## config.mk

```make
export PLATFORM = sky130hd
export DESIGN_NAME = pbnf_front
export DESIGN_NICKNAME = d
export VERILOG_FILES = /design/src/rtl/pbnf_pkg.sv /design/src/rtl/pbnf_front.sv
export SDC_FILE = /design/constraint.sdc
export NUM_CORES = 1
export LEC_CHECK = 0
export BUFFER_PORTS_ARGS = -buffer_cell sky130_fd_sc_hd__buf_4
export CORE_AREA = 2 2 133 135
export CTS_BUF_LIST = sky130_fd_sc_hd__clkbuf_2 sky130_fd_sc_hd__clkbuf_4 sky130_fd_sc_hd__clkbuf_8
export CTS_CLUSTER_SIZE = 40
export DETAILED_ROUTE_END_ITERATION = 12
export DIE_AREA = 0 0 135 137
export PLACE_DENSITY = 0.77
export SLEW_MARGIN = 20
export SYNTH_ARGS = -nofsm -noshare
export SYNTH_HDL_FRONTEND = slang
export SYNTH_SLANG_ARGS = --single-unit
```

## constraint.sdc

```tcl
create_clock -name clk -period 6.02 [get_ports clk]
set_clock_uncertainty 0.05 [all_clocks]
set_input_delay 0.301 -clock clk [delete_from_list [all_inputs] [get_ports clk]]
set_output_delay 0.301 -clock clk [all_outputs]
set_load 0.05 [all_outputs]
```

## src/rtl/pbnf_pkg.sv

```systemverilog
// Shared types, constants and the exp(-x) table generator for the bilateral normal filter.
`timescale 1ns / 1ps
package pbnf_pkg;

	localparam int FRAC_BITS   = 16;
	localparam int EXP_ENTRIES = 256;
	localparam int EXP_BITS    = $clog2(EXP_ENTRIES);
	// lookup index = floor(arg * EXP_ENTRIES / 2^(FRAC_BITS+3))
	localparam int IDX_LSB     = FRAC_BITS + 3 - EXP_BITS;

	localparam logic [1:0] CFG_SPATIAL  = 2'd0;
	localparam logic [1:0] CFG_RANGE    = 2'd1;
	localparam logic [1:0] CFG_EXTENDED = 2'd2;

	localparam logic [23:0] GAIN_RESET = 24'd65536;

	localparam logic [63:0] Q30_ONE = 64'd1 << 30;

	typedef logic signed [17:0] coord_t;

	typedef struct packed {
		logic            center;
		logic            last;
		coord_t [2:0]    pos;
		coord_t [2:0]    nrm;
	} item_t;

	typedef struct packed {
		logic            saturated;
		logic            empty_weight;
		coord_t [2:0]    new_pos;
	} result_t;

	typedef struct packed {
		logic        valid;
		logic [1:0]  index;
		logic [23:0] data;
	} cfg_wr_t;

	// exp(-f) for f in [0, 1] in Q30, Taylor series
	function automatic logic [63:0] exp_neg_q30(input logic [63:0] f);
		logic signed [63:0] acc;
		logic [63:0]        term;
		int                 k;
		acc  = 64'sd0;
		term = Q30_ONE;
		for (k = 0; k < 32; k++) begin
			if (term != 64'd0) begin
				if (k[0])
					acc = acc - $signed(term);
				else
					acc = acc + $signed(term);
				term = ((term * f) >> 30) / 64'(k + 1);
			end
		end
		return (acc < 0) ? 64'd0 : 64'(acc);
	endfunction

	// entry i = exp(-8 i / EXP_ENTRIES) in Q0.16, capped at 0xFFFF
	function automatic logic [15:0] exp_entry(input int idx);
		logic [63:0] e1;
		logic [63:0] x;
		logic [63:0] n;
		logic [63:0] r;
		logic [63:0] v;
		int          j;
		e1 = exp_neg_q30(Q30_ONE);
		x  = (64'(idx) << 33) / 64'(EXP_ENTRIES);
		n  = x >> 30;
		r  = exp_neg_q30(x & (Q30_ONE - 64'd1));
		for (j = 0; j < 8; j++) begin
			if (64'(j) < n)
				r = (r * e1) >> 30;
		end
		v = (r + 64'd8192) >> 14;
		return (v > 64'd65535) ? 16'hFFFF : v[15:0];
	endfunction

endpackage

```

## src/rtl/pbnf_front.sv

```systemverilog
// Input side: accepts stream items, tags center or neighbor, and queues them for the back end.
`timescale 1ns / 1ps
module pbnf_front #(
	parameter int QUEUE_DEPTH = 2
) (
	input  logic            clk,
	input  logic            arst_n,
	input  logic            in_valid,
	output logic            in_ready,
	input  logic            in_action,
	input  logic            in_last,
	input  pbnf_pkg::coord_t [2:0] in_pos,
	input  pbnf_pkg::coord_t [2:0] in_nrm,
	input  logic            pop,
	output logic            q_valid,
	output pbnf_pkg::item_t q_item
);
	localparam int PW = $clog2(QUEUE_DEPTH);
	localparam int CW = $clog2(QUEUE_DEPTH + 1);

	pbnf_pkg::item_t mem_q [QUEUE_DEPTH];
	logic [PW-1:0]   wr_ptr_q;
	logic [PW-1:0]   rd_ptr_q;
	logic [CW-1:0]   cnt_q;
	logic            push;
	logic            do_pop;
	pbnf_pkg::item_t entry;

	always_comb begin
		entry.center = ~in_action;
		entry.last   = in_last;
		entry.pos    = in_pos;
		entry.nrm    = in_nrm;
	end

	assign in_ready = (cnt_q != CW'(QUEUE_DEPTH));
	assign q_valid  = (cnt_q != '0);
	assign q_item   = mem_q[rd_ptr_q];
	assign push     = in_valid & in_ready;
	assign do_pop   = pop & q_valid;

	always_ff @(posedge clk) begin
		if (push)
			mem_q[wr_ptr_q] <= entry;
	end

	always_ff @(posedge clk or negedge arst_n) begin
		if (!arst_n) begin
			wr_ptr_q <= '0;
			rd_ptr_q <= '0;
			cnt_q    <= '0;
		end else begin
			if (push)
				wr_ptr_q <= (wr_ptr_q == PW'(QUEUE_DEPTH - 1)) ? '0 : wr_ptr_q + 1'b1;
			if (do_pop)
				rd_ptr_q <= (rd_ptr_q == PW'(QUEUE_DEPTH - 1)) ? '0 : rd_ptr_q + 1'b1;
			if (push && !do_pop)
				cnt_q <= cnt_q + 1'b1;
			else if (!push && do_pop)
				cnt_q <= cnt_q - 1'b1;
		end
	end

endmodule

```

==> impl_metrics.ini, run 1 <==
[clocking]
ctsRootBufferMaster = sky130_fd_sc_hd__clkbuf_8
clk_path_buf_depth = 3
cts_resized = 0
post-cts-setup-buffer-count = 0
cts_made_buffers = 37
worst_setup_hold_path_clk_slew_ns = 0.06
cts.sinks = 224
clock_latency_ns = 0.51
cts_htree_levels = 2
cts_tree = done

[logic_synthesis]
dominant_cells_by_area_after_synthesis = sky130_fd_sc_hd__edfxtp_1 (81%), sky130_fd_sc_hd__mux2_2 (15%), sky130_fd_sc_hd__buf_6 (1.4%)
seq_total_area_yosys_pct = 82.13
number_of_synthesis_warnings = 0
ys_types = 14
synthDominantAreaCellType = sky130_fd_sc_hd__edfxtp_1
synthesis.instances = 361
post-synth-top-area-fraction_pct = 80.91
syn_area_per_cell_um2 = 22.62
postSynthRegisterBits = 224
synthesis.nets = 476
post_synth_instance_area_um2 = 8165

[worst_setup_path]
critPathLaunchType = flip-flop
crit_path_cell_trace = buf_4, mux2_2, buf_4
cp.required_ns = 5.67
critical_path.endpoint_type = output pin
crit_path_max_incr_delay_ns = 0.90
crit_fanout = 56
cpMaxStageDelayCell = sky130_fd_sc_hd__dfrtp_4
crit_type = reg -> out
timing.critical_path.mode_cell = sky130_fd_sc_hd__buf_4
critical_path_arrival_ns = 2.86

[global_route]
first_global_vias = 5169
maximum_number_of_pins_on_one_net_before_global_route_repair = 60
global_route_wire_length_before_repair_mm = 25.62
number_of_antenna_violations_at_the_first_check_in_global_routing = 0
globalRouteTotalUtil_pct = 17.92
globalRouteOverflowTotal = 0

[routing]
detail_route.drc_violations = 0
routed-via-count = 4676
dr.max_layer_used = met4
drt-pass1-iter-count = 4
met3_wirelength_mm = 1.246
totalWireLength_mm = 17.32
drt_iter0_drc = 230
antenna_left = 0
met2RoutedLength_mm = 9.416
wl_per_cell_um = 17.77
routedLengthMet1_mm = 6.300
viasPerCell = 4.796

[finish]
post_route_cells_drive_above_1_share_pct = 53.20
most_common_cell_after_layout_fill_and_taps_aside = sky130_fd_sc_hd__buf_4
layout.nets = 843
n_fill_cell = 1092
antenna_cells_inserted = 0
mostFrequentLayoutCells = sky130_fd_sc_hd__buf_4 (229), sky130_fd_sc_hd__edfxtp_1 (220), sky130_fd_sc_hd__dlygate4sd3_1 (111)
area_delta_synth_final_pct = 45.60
final_area_um2 = 11890
layoutNonFillerInstCount = 975

[power_and_ir_drop]
power_switching_share_pct = 39.74
power.share.clock_pct = 20.5
p_seq_share_pct = 36.6
power-per-cell-area_nw_per_um2 = 527.5
vdd_drop_max_mv = 0.3974
combinationalPowerShare_pct = 42.9
power_switching_uw = 2492
cellLeakagePower_uw = 0.004517
power_report.internal_total_uw = 3780

[timing]
setup_repair_after_global_routing_missed_its_margin = false
fin_setup_tns_ns = 0
timing_worst_slew_pin_value_ns = 0.7899
max_freq_ghz = 0.3119
timing.final.crit_share_pct = 53.26
drv_slew = 0
max_slew_headroom_at_the_worst_pin_pct = 47.34
report.final.hold_viol_count = 0
holdWs_ns = 0.04374
setup-violations-final = 0
min_period_ns = 3.206

[outcome]
run_status = finished clean

[floorplan]
floorplan.die.height_um = 137
core_region_area_um2 = 17060
io_pins = 226
die_area_um2 = 18500
die_w_um = 135
placementRows = 48
starting_density_of_the_core_pct = 47.87

[place]
routabilityCongestion = 0.7809
io_buffers = 225
number_of_placed_instances_with_taps_included = 803
dp_hpwl_mm = 9.817
place_area_um2 = 10060

[flow_run]
cap_viol_max_count = 0

[hold_path]
holdCritPathClass = in -> reg
[worst paths after layout]
check	cells past startpoint	slack [ns]	end	from
max	3	2.81	q_item[35]	rd_ptr_q$_DFFE_PN0P_
min	3	0.04	rd_ptr_q$_DFFE_PN0P_	pop
max reg2reg	5	3.37	mem_q[0][45]$_DFFE_PP_	cnt_q[0]$_DFFE_PN0P_
min reg2reg	1	0.46	cnt_q[1]$_DFFE_PN0P_	cnt_q[1]$_DFFE_PN0P_
max in group asynchronous	2	5.73	rd_ptr_q$_DFFE_PN0P_	arst_n
min in group asynchronous	2	0.08	cnt_q[0]$_DFFE_PN0P_	arst_n
[synth_stat cells]
cell type,n
sky130_fd_sc_hd__dfrtp_1,4
sky130_fd_sc_hd__xor2_1,2
sky130_fd_sc_hd__or2_2,1
sky130_fd_sc_hd__and3_1,1
sky130_fd_sc_hd__ha_1,1
sky130_fd_sc_hd__nand2_1,2
sky130_fd_sc_hd__buf_2,2
sky130_fd_sc_hd__nand2b_1,1
sky130_fd_sc_hd__buf_6,10
sky130_fd_sc_hd__mux2_2,110
sky130_fd_sc_hd__nor2_1,2
sky130_fd_sc_hd__edfxtp_1,220
sky130_fd_sc_hd__xnor2_1,3
sky130_fd_sc_hd__inv_1,2
[per-layer routing]
layer	GRT usage [%]	up-vias
met5	0	-
met4	6.481	0
met3	6.259	34
li1	-	2168
met2	33.70	184
met1	18.36	2290
[cell families after synthesis]
logic type,synth area share [%]
and+or+nand+nor,0.4139
adders and majority gates,0.1532
muxes,15.17
buffers and inverters,1.594
xor gates and xnor gates,0.5364
DFF,82.13
[state kept, by name, summed over array words and instances, names as in the netlist]
register	count
cnt_q	2
rd_ptr_q	1
mem_q	220
wr_ptr_q	1
[power by group through the flow]
stage,logic (µW),clock network (µW),registers (µW)
final,2690,1280,2300
after CTS,2700,1310,2300
after global placement,2610,0,2310
after detailed placement,2630,0,2330
after global routing,2800,1370,2330
after floorplan,2020,0,2250
[critical path, delay by kind of cell, from the launching register on]
family | cells | cell delay, ns
multiplexers | 1 | 0.44
flip-flops | 1 | 0.90
buffers and inverters | 2 | 0.90
[cell type report]
| cell class | count | area, µm² | share of cell area, % |
|---|---|---|---|
| inverters | 2 | 7.507 | 0.06314 |
| clock buffers | 54 | 661.9 | 5.567 |
| clock inverters | 7 | 56.30 | 0.4736 |
| repair buffers | 340 | 2830 | 23.81 |
| multi-input cells | 123 | 1341 | 11.28 |
| well taps | 225 | 281.5 | 2.368 |
| flip-flops and latches | 224 | 6710 | 56.44 |
[repair_timing]
item                                    4_1_cts  5_1_grt
hold buffers                                111        0
endpoints found under the hold margin       224        0
endpoints found under the setup margin        0        0
[through the flow]
stage | setup slack, ns | utilization (%) | total power [µW]
2_1_floorplan | 1.593 | - | 4270
3_3_place_gp | 3.390 | 58.98 | 4921
3_5_place_dp | 3.347 | 58.98 | 4962
4_1_cts | 2.776 | 69.70 | 6311
5_1_grt | 2.688 | 69.70 | 6501
6_report | 2.814 | 69.70 | 6272
Power figures use the tool's default switching activity.
==> run 2, diff against run 1 <==
ABC_AREA = 1   (was unset)
CORE_AREA = 2 2 127 129   (was 2 2 133 135)
DIE_AREA = 0 0 129 131   (was 0 0 135 137)
PLACE_DENSITY = 0.81   (was 0.77)
clock period = 3.2 ns   (was 6.02 ns; I/O delays follow)
==> run 2 against run 1 <==
- power is 98% higher
- sequential power is 86% higher
- largest cell class unchanged
- worst hold slack better by 0.037 ns
- utilization is 6.8 points higher
- highest routed layer is now met5
- largest power group unchanged
- count of clock-buffer cells in the layout is 7 lower
- design area is 0.31% higher
==> impl_metrics.ini, run 2 <==
[outcome]
run_status = finished clean

[logic_synthesis]
synthesis.instances = 604
synthesis.nets = 719
synth_enable_flop_cells = 220
post-synth-top-area-fraction_pct = 80.52
postSynthRegisterBits = 224
ys_types = 14
post_synth_instance_area_um2 = 8204
syn_area_per_cell_um2 = 13.58
most_used_flip_flop_cell_after_synthesis = sky130_fd_sc_hd__edfxtp_1
async_reset_ff_share_pct = 1.786
synthDominantAreaCellType = sky130_fd_sc_hd__edfxtp_1
seq_total_area_yosys_pct = 81.74
synth.most_common_cell = sky130_fd_sc_hd__nand2_1
number_of_synthesis_warnings = 0
synth.cells.most_frequent = sky130_fd_sc_hd__nand2_1 (340), sky130_fd_sc_hd__edfxtp_1 (220), sky130_fd_sc_hd__buf_2 (11)
dominant_cells_by_area_after_synthesis = sky130_fd_sc_hd__edfxtp_1 (81%), sky130_fd_sc_hd__nand2_1 (16%), sky130_fd_sc_hd__dfrtp_1 (1.2%)

[place]
dp_hpwl_mm = 10.74
io_buffers = 225
routabilityCongestion = 0.7674
place_area_um2 = 10130

[worst_setup_path]
crit_fanout = 67
crit_type = reg -> out
crit_path_max_incr_delay_ns = 0.67
crit_path_cell_trace = clkinv_2, buf_4, nand2_1, nand2_1, buf_4
critPathLaunchType = flip-flop
cp.required_ns = 2.99
critical_path.endpoint_type = output pin
critical_path_arrival_ns = 2.40
timing.critical_path.max_delay_family = buffers and inverters
cp_num_buf_inv = 3
cpMaxStageDelayCell = sky130_fd_sc_hd__dfrtp_4

[finish]
top_register = mem_q
post-route-util_pct = 76.46
layout.nets = 1079
most_common_cell_after_layout_fill_and_taps_aside = sky130_fd_sc_hd__nand2_1
largest_register_ffs = 220
regs_by_ff_count = mem_q: 220 flops, cnt_q: 2 flops
mostFrequentLayoutCells = sky130_fd_sc_hd__nand2_1 (340), sky130_fd_sc_hd__buf_4 (231), sky130_fd_sc_hd__edfxtp_1 (220)
area_delta_synth_final_pct = 45.36
post_route_cells_drive_above_1_share_pct = 29.34
n_fill_cell = 901
final_area_um2 = 11930

[clocking]
clock_latency_ns = 0.50
cts_tree = done
ctsRootBufferMaster = sky130_fd_sc_hd__clkbuf_8
cts_htree_levels = 2
clk_path_buf_depth = 3
worst_setup_hold_path_clk_slew_ns = 0.06
cts.sinks = 224
cts_made_buffers = 36

[global_route]
global_route_wire_length_before_repair_mm = 29.09
first_global_vias = 5764
globalRouteTotalUtil_pct = 22.86
globalRouteOverflowTotal = 0
number_of_antenna_violations_at_the_first_check_in_global_routing = 2
maximum_number_of_pins_on_one_net_before_global_route_repair = 68

[hold_path]
holdCritPathClass = in -> reg

[timing]
timing.final.crit_share_pct = 81.47
max_slew_headroom_at_the_worst_pin_pct = 44.61
min_period_ns = 2.607
setup-violations-final = 0
holdWs_ns = 0.08085
drv_slew = 0
max_freq_ghz = 0.3836
report.final.hold_viol_count = 0
setup_repair_after_global_routing_missed_its_margin = false
timing_worst_slew_pin_value_ns = 0.8309

[floorplan]
die_area_um2 = 16900
starting_density_of_the_core_pct = 52.60
core_region_area_um2 = 15600
die_w_um = 129
floorplan.die.height_um = 131
io_pins = 226
placementRows = 46

[power_and_ir_drop]
vdd_drop_max_mv = 0.7093
power.total_uw = 12450
power-per-cell-area_nw_per_um2 = 1044
cellLeakagePower_uw = 0.005113

[routing]
routed-via-count = 5779
viasPerCell = 4.808
detail_route.drc_violations = 0
drt-pass1-iter-count = 5
antenna_left = 0
drt_iter0_drc = 355
totalWireLength_mm = 19.85
wl_per_cell_um = 16.51

[flow_run]
cap_viol_max_count = 0
==> run 2: cell count changes in the layout (fill, tap and decap cells not counted), moves of 3 or more <==
cell	change
sky130_fd_sc_hd__clkbuf_4	-3
sky130_fd_sc_hd__inv_1	+5
sky130_fd_sc_hd__clkbuf_8	-4
sky130_fd_sc_hd__clkinv_2	+5
sky130_fd_sc_hd__nand2_1	+338
sky130_fd_sc_hd__mux2_2	-110
==> run 2: worst paths after layout <==
path	from	to	slack, ns	cells after the start
max	rd_ptr_q$_DFFE_PN0P_	q_item[10]	0.59	5
min	in_valid	wr_ptr_q$_DFFE_PN0P_	0.08	3
max reg2reg	cnt_q[0]$_DFFE_PN0P_	mem_q[0][30]$_DFFE_PP_	1.19	5
min reg2reg	cnt_q[1]$_DFFE_PN0P_	cnt_q[1]$_DFFE_PN0P_	0.48	2
max in group asynchronous	arst_n	rd_ptr_q$_DFFE_PN0P_	2.41	3
min in group asynchronous	arst_n	rd_ptr_q$_DFFE_PN0P_	0.50	3
==> run 2: report_power, final <==
group / switching [µW] / leakage [µW] / internal, µW
clock: 1030 / 0.000353 / 1260
combinational: 4360 / 0.00267 / 1530
sequential: 250 / 0.00209 / 4020
total: 5640 / 0.00511 / 6810
==> run 2: cell families (layout without fill, tap and decap cells) <==
family	after synthesis	in the layout	share of synthesized area [%]
and+or+nand+nor	345	345	15.85
other	0	1	0
adders and majority gates	1	1	0.1525
xor gates and xnor gates	2	2	0.2136
buffers and inverters	32	413	2.043
DFF	224	224	81.74
==> run 2: stage by stage <==
stage          cells  setup WS (ns)  setup TNS [ns]
2_1_floorplan    604         -1.192         -262.27
3_3_place_gp    1029          1.209               0
3_5_place_dp    1029          1.164               0
4_1_cts         1201         0.5949               0
5_1_grt         1202         0.4715               0
6_report        1202         0.5929               0
==> run 2: cell type report <==
| class | instances | area [µm²] | area share [%] |
|---|---|---|---|
| clock inverters | 12 | 76.32 | 0.6400 |
| well taps | 216 | 270.3 | 2.266 |
| repair buffers | 346 | 2905 | 24.36 |
| diodes | 1 | 2.502 | 0.02098 |
| inverters | 8 | 31.28 | 0.2623 |
| clock buffers | 47 | 584.3 | 4.900 |
| multi-input cells | 348 | 1345 | 11.28 |
| flip-flops and latches | 224 | 6710 | 56.27 |
==> run 2: tightest hold or removal path, stage by stage <==
cell and delay (ns):
sky130_fd_sc_hd__buf_4 0.08, sky130_fd_sc_hd__nand2_1 0.16, sky130_fd_sc_hd__xor2_1 0.18
==> run 2: repair_timing <==
item,in CTS,in global routing
gates resized for setup,0,0
hold buffers,113,0
endpoints found under the setup margin,0,0
setup buffers,0,0
endpoints found under the hold margin,225,0
==> run 2: metal layers <==
metal | global-route usage [%] | routed length (µm) | part of all wire [%] | vias to the layer above
met1 | 25.52 | 7102 | 36 | 2731
met3 | 6.393 | 1434 | 7.2 | 44
met5 | 0 | 13 | 0.066 | -
met2 | 41.55 | 10840 | 55 | 249
li1 | - | - | - | 2753
met4 | 9.271 | 452 | 2.3 | 2
